===== config.mk =====
export PLATFORM = sky130hd
export DESIGN_NAME = cmft_ram
export DESIGN_NICKNAME = d
export VERILOG_FILES = /design/src/hdl/assert_macros.svh /design/src/hdl/cmft_ram.sv
export SDC_FILE = /design/constraint.sdc
export NUM_CORES = 1
export LEC_CHECK = 0
export ABC_AREA = 1
export BUFFER_PORTS_ARGS = -buffer_cell sky130_fd_sc_hd__buf_2
export CAP_MARGIN = 40
export CORE_MARGIN = 2
export CORE_UTILIZATION = 59
export CTS_CLUSTER_SIZE = 28
export DETAILED_ROUTE_END_ITERATION = 7
export PLACE_DENSITY = 0.79
export SYNTH_ARGS = -nofsm -noshare
export SYNTH_HDL_FRONTEND = slang
export SYNTH_SLANG_ARGS = --single-unit

===== constraint.sdc =====
create_clock -name clk -period 1.3 [get_ports clk]
set_input_delay 0.195 -clock clk [delete_from_list [all_inputs] [get_ports clk]]
set_output_delay 0.195 -clock clk [all_outputs]
set_load 0.02 [all_outputs]

===== src/hdl/assert_macros.svh =====
// ---------------------------------------------------------------------------
// Assertion macros
// Shared concurrent assertion forms, clocked on clk and muted in reset.
// ---------------------------------------------------------------------------
`ifndef ASSERT_MACROS_SVH
`define ASSERT_MACROS_SVH

// Property must hold at every clock edge out of reset.
`define CMFT_ASSERT(lbl, prop, msg) \
  lbl: assert property (@(posedge clk) disable iff (!rst_n) (prop)) else $error(msg);

// Expression must never be true out of reset.
`define CMFT_NEVER(lbl, expr, msg) \
  lbl: assert property (@(posedge clk) disable iff (!rst_n) !(expr)) else $error(msg);

`endif


===== src/hdl/cmft_ram.sv =====
// ---------------------------------------------------------------------------
// cmft_ram
// Generic single-write, single-read RAM with registered read data.
// ---------------------------------------------------------------------------
`default_nettype none

module cmft_ram #(
  parameter int WIDTH = 8,
  parameter int DEPTH = 8,
  localparam int AW = (DEPTH > 1) ? $clog2(DEPTH) : 1
) (
  input  logic             clk,
  input  logic             we,
  input  logic [AW-1:0]    waddr,
  input  logic [WIDTH-1:0] wdata,
  input  logic             re,
  input  logic [AW-1:0]    raddr,
  output logic [WIDTH-1:0] rdata
);

  logic [WIDTH-1:0] mem [DEPTH];

  always_ff @(posedge clk) begin
    if (we) begin
      mem[waddr] <= wdata;
    end
    if (re) begin
      rdata <= mem[raddr];
    end
  end

endmodule

`default_nettype wire


# Word level (Yosys, flattened, before mapping)

Memory sizes are Yosys's and may differ from the RTL's. A register that Yosys moved wholly into a read port is not among the register bits.
Index checks and enable logic that the tools add are counted.

Register bits: 0
Bits in latches: 0
Memory bits (writable): 64
Bits in read-only memories: 0
Input bits: 17
Output and inout port bits: 8
Memories kept: 1

Memory list:

| memory | depth | bits a word | read ports | clocked after Yosys merged registers in | wr ports | RTL line       | source |
|---|---|---|---|---|---|---|---|
| mem    | 8     | 8           | 1          | 1                                       | 1        | cmft_ram.sv:21 | `logic [WIDTH-1:0] mem [DEPTH];` |

$add $sub $neg: 0
$mul: 0
Divide/modulo/power cells: 0
Order comparisons: 0
Equal/unequal tests: 0
Shifts and indexed selects: 0
Muxes and demuxes: 2
Bitwise logic cells: 0
Reductions and logical operators: 0

Operators by type and width:

| kind              | number |
|---|---|
| 1-bit two-way mux | 2 |

# Depth between registers and ports, before layout

Depth after elaboration: 2
Mapped depth: 8

# Worst setup path before layout

Ideal clock, no wire load.

Path kind: in2reg
Start: in waddr[0]
End: mem mem[0][0], enable pin
Library setup time: 370 ps
Arrival: 700 ps
Setup slack: 230 ps
Cell stages on the path: 3
Path buffers: 0
Cell sequence: inv_1 > nand2_1 > nor2_1

RTL lines:

| element     | RTL line       | source |
|---|---|---|
| from (decl) | cmft_ram.sv:14 | `input logic [AW-1:0] waddr,` |
| to (decl)   | cmft_ram.sv:21 |  |

Straight into the memory's write port.

# Final worst setup path

Start: reg rdata[1], read port of mem
End: out rdata[1]

RTL lines:

| element     | RTL line       | source |
|---|---|---|
| from (decl) | cmft_ram.sv:18 | `output logic [WIDTH-1:0] rdata` |

No word-level cell between the ends.

==> out/metrics.cfg <==
[run_status]
status = finished, final reports clean

[floorplan]
die_w_microns = 76.8
ios = 25
die-area_sq_um = 5900
core-area_sq_um = 5110
start_util = 0.613
fp.dieH_microns = 76.8
rows = 26

[run]
maxCapViolations = 0

[layout]
drive_gt1_frac = 0.143
fillers = 400
seq_area_sq_um = 2160
layout_common_cells = nand2_1 (110), edfxtp_1 (72), inv_1 (68)
final_nets = 355
area_growth_pct = 11.1
antenna_cells = 0
multi_input_area_sq_um = 603
final_area_sq_um = 3480
layout_commonest_cell = nand2_1

[global_routing]
grt_pass1_vias = 1895
grt_max_degree = 33
grt_overflow_total = 0
antenna_found_initial = 0
grt_usage = 0.205
grt_pass1_wl_microns = 8760

[sta]
setup-violations-final = 0
hold_violations = 0
fmax_mhz = 910
finClkSkew_ns = 0.00769
whs_ns = 0.128
worstMarginPinSlew_ns = 0.348
rsz0062_at_grt = false
slew_violations = 0
period_needed_ns = 1.10
fin_crit_sh = 0.846
slew_headroom = 0.768

[clock_tree]
cts_setup_buffers = 0
cts_num_sinks = 72
clk_path_buf_depth = 2
cts_htree_levels = 3
cts_buffers = 9
cts_tree = built
path_clk_slew_ns = 0.07
clock_latency_ns = 0.33
clock-root-buffer = clkbuf_8
cts_resized = 0
postCtsHoldBufs = 0

[synthesis]
synth-seq-cells = 72
syn_inst = 303
synth-xor-area-share = 0
avgSynthCellArea_sq_um = 10.3
synth_compound_area_frac = 0
netlist-cell-type-count = 10
synth_top_area_share = 0.691
yosysTopAreaCell = edfxtp_1
ys_top_cells_by_area = edfxtp_1 (69%), nand2_1 (13%), inv_1 (8.2%), nand3_1 (5.1%), buf_6 (2.2%)
synth_fa_ha_area_frac = 0
ys_warn_count = 0
synth.area.mux_share = 0
yosysSeqAreaShare = 0.691
synth_area_sq_um = 3130
synth_top_family_by_area = simple AND/OR/NAND/NOR gates
syn_nets = 320
synthSimpleGateAreaFrac = 0.193

[route]
wl_per_cell_microns = 13.2
vias = 1975
antenna_left = 0
wl_microns = 5450
viasPerCell = 4.78
drc = 0
dr.first_iter.drc_count = 163
drt_pass1_iterations = 4

[power_and_ir_drop]
p_switching_w = 0.000981
power_density_nw_per_um2 = 1270
clockPowerShare = 0.319
ir_worst_vdd_mv = 0.714
leakagePower_nw = 1.63
seqPwrFrac = 0.604
p_comb_frac = 0.077
p_sw_frac = 0.222
p_int_w = 0.00344

[critical_path]
crit_family = flip-flops
crit_path_start_kind = flop
cp.required_ns = 1.11
critPathMaxFanout = 1
end_kind = primary output
critPathSlowestCell = edfxtp_1
worstPathCellList = buf_2
path_class = reg -> out
cp.arrival_ns = 0.90
critical_path.max_stage_delay_ns = 0.40
critPathBufInv = 1

[place]
dp_hpwl_microns = 3660
postPlaceCellArea_sq_um = 3320
place_congestion = 0.826
io_buffers = 24

[hold_path]
hold_class = in -> reg

## kinds of logic after synthesis
logic type    after synthesis
flops                      72
buf+inv                    81
simple gates              150
## registers in the layout, indices dropped and copies added (netlist names)
signal and count:
rdata 8, mem 64
## layout make-up
cell class / instances / share of cell area
inverter: 70 / 0.0763
clock buffer: 12 / 0.0389
tap: 70 / 0.0252
multi-input combinational: 150 / 0.173
clock inverter: 4 / 0.00612
timing repair buffer: 35 / 0.0583
sequential: 72 / 0.622
## through the flow
stage / utilization / total power [W] / TNS, ns / instances / setup WS (ns)
final: 0.681 / 0.00442 / 0 / 413 / 0.201
after global routing: 0.681 / 0.00461 / 0 / 413 / 0.165
after CTS: 0.681 / 0.00445 / 0 / 413 / 0.191
after detailed placement: 0.650 / 0.00307 / -0.0000588 / 397 / -0.0000588
after global placement: 0.650 / 0.00305 / 0 / 397 / 0.0403
after floorplan: - / 0.00295 / 0 / 303 / 0.230
## metal layers
layer,GRT usage,part of all wire,vias to the layer above
met2,0.334,0.50,68
met5,0,0,-
met3,0.0588,0.062,8
li1,-,-,1006
met1,0.260,0.42,893
met4,0.0855,0.014,0
## power by group through the flow
| stage | registers (W) | clock network, W | logic [W] |
|---|---|---|---|
| floorplan | 0.00274 | 0 | 0.000207 |
| global placement | 0.00272 | 0 | 0.000334 |
| detailed placement | 0.00272 | 0 | 0.000343 |
| CTS | 0.00267 | 0.00144 | 0.000345 |
| global route | 0.00268 | 0.00155 | 0.000387 |
| finish | 0.00267 | 0.00141 | 0.000342 |
## cells in the mapped netlist
master    count
buf_2         2
edfxtp_1     72
inv_2         1
inv_4         1
inv_1        68
nand2_1     110
buf_4         3
nand3_1      32
nor2_1        8
buf_6         6
## worst paths after layout
path / end / cells after the start / startpoint / slack [ns]
setup / recovery: rdata[1] / 1 / rdata[1] / 0.20
hold reg to reg: rdata[4] / 6 / mem[0][4] / 0.71
hold / removal: mem[7][0] / 1 / wdata[0] / 0.13
setup reg to reg: rdata[5] / 6 / mem[1][5] / 0.31
No activity file was read; power rests on OpenSTA's default activity.
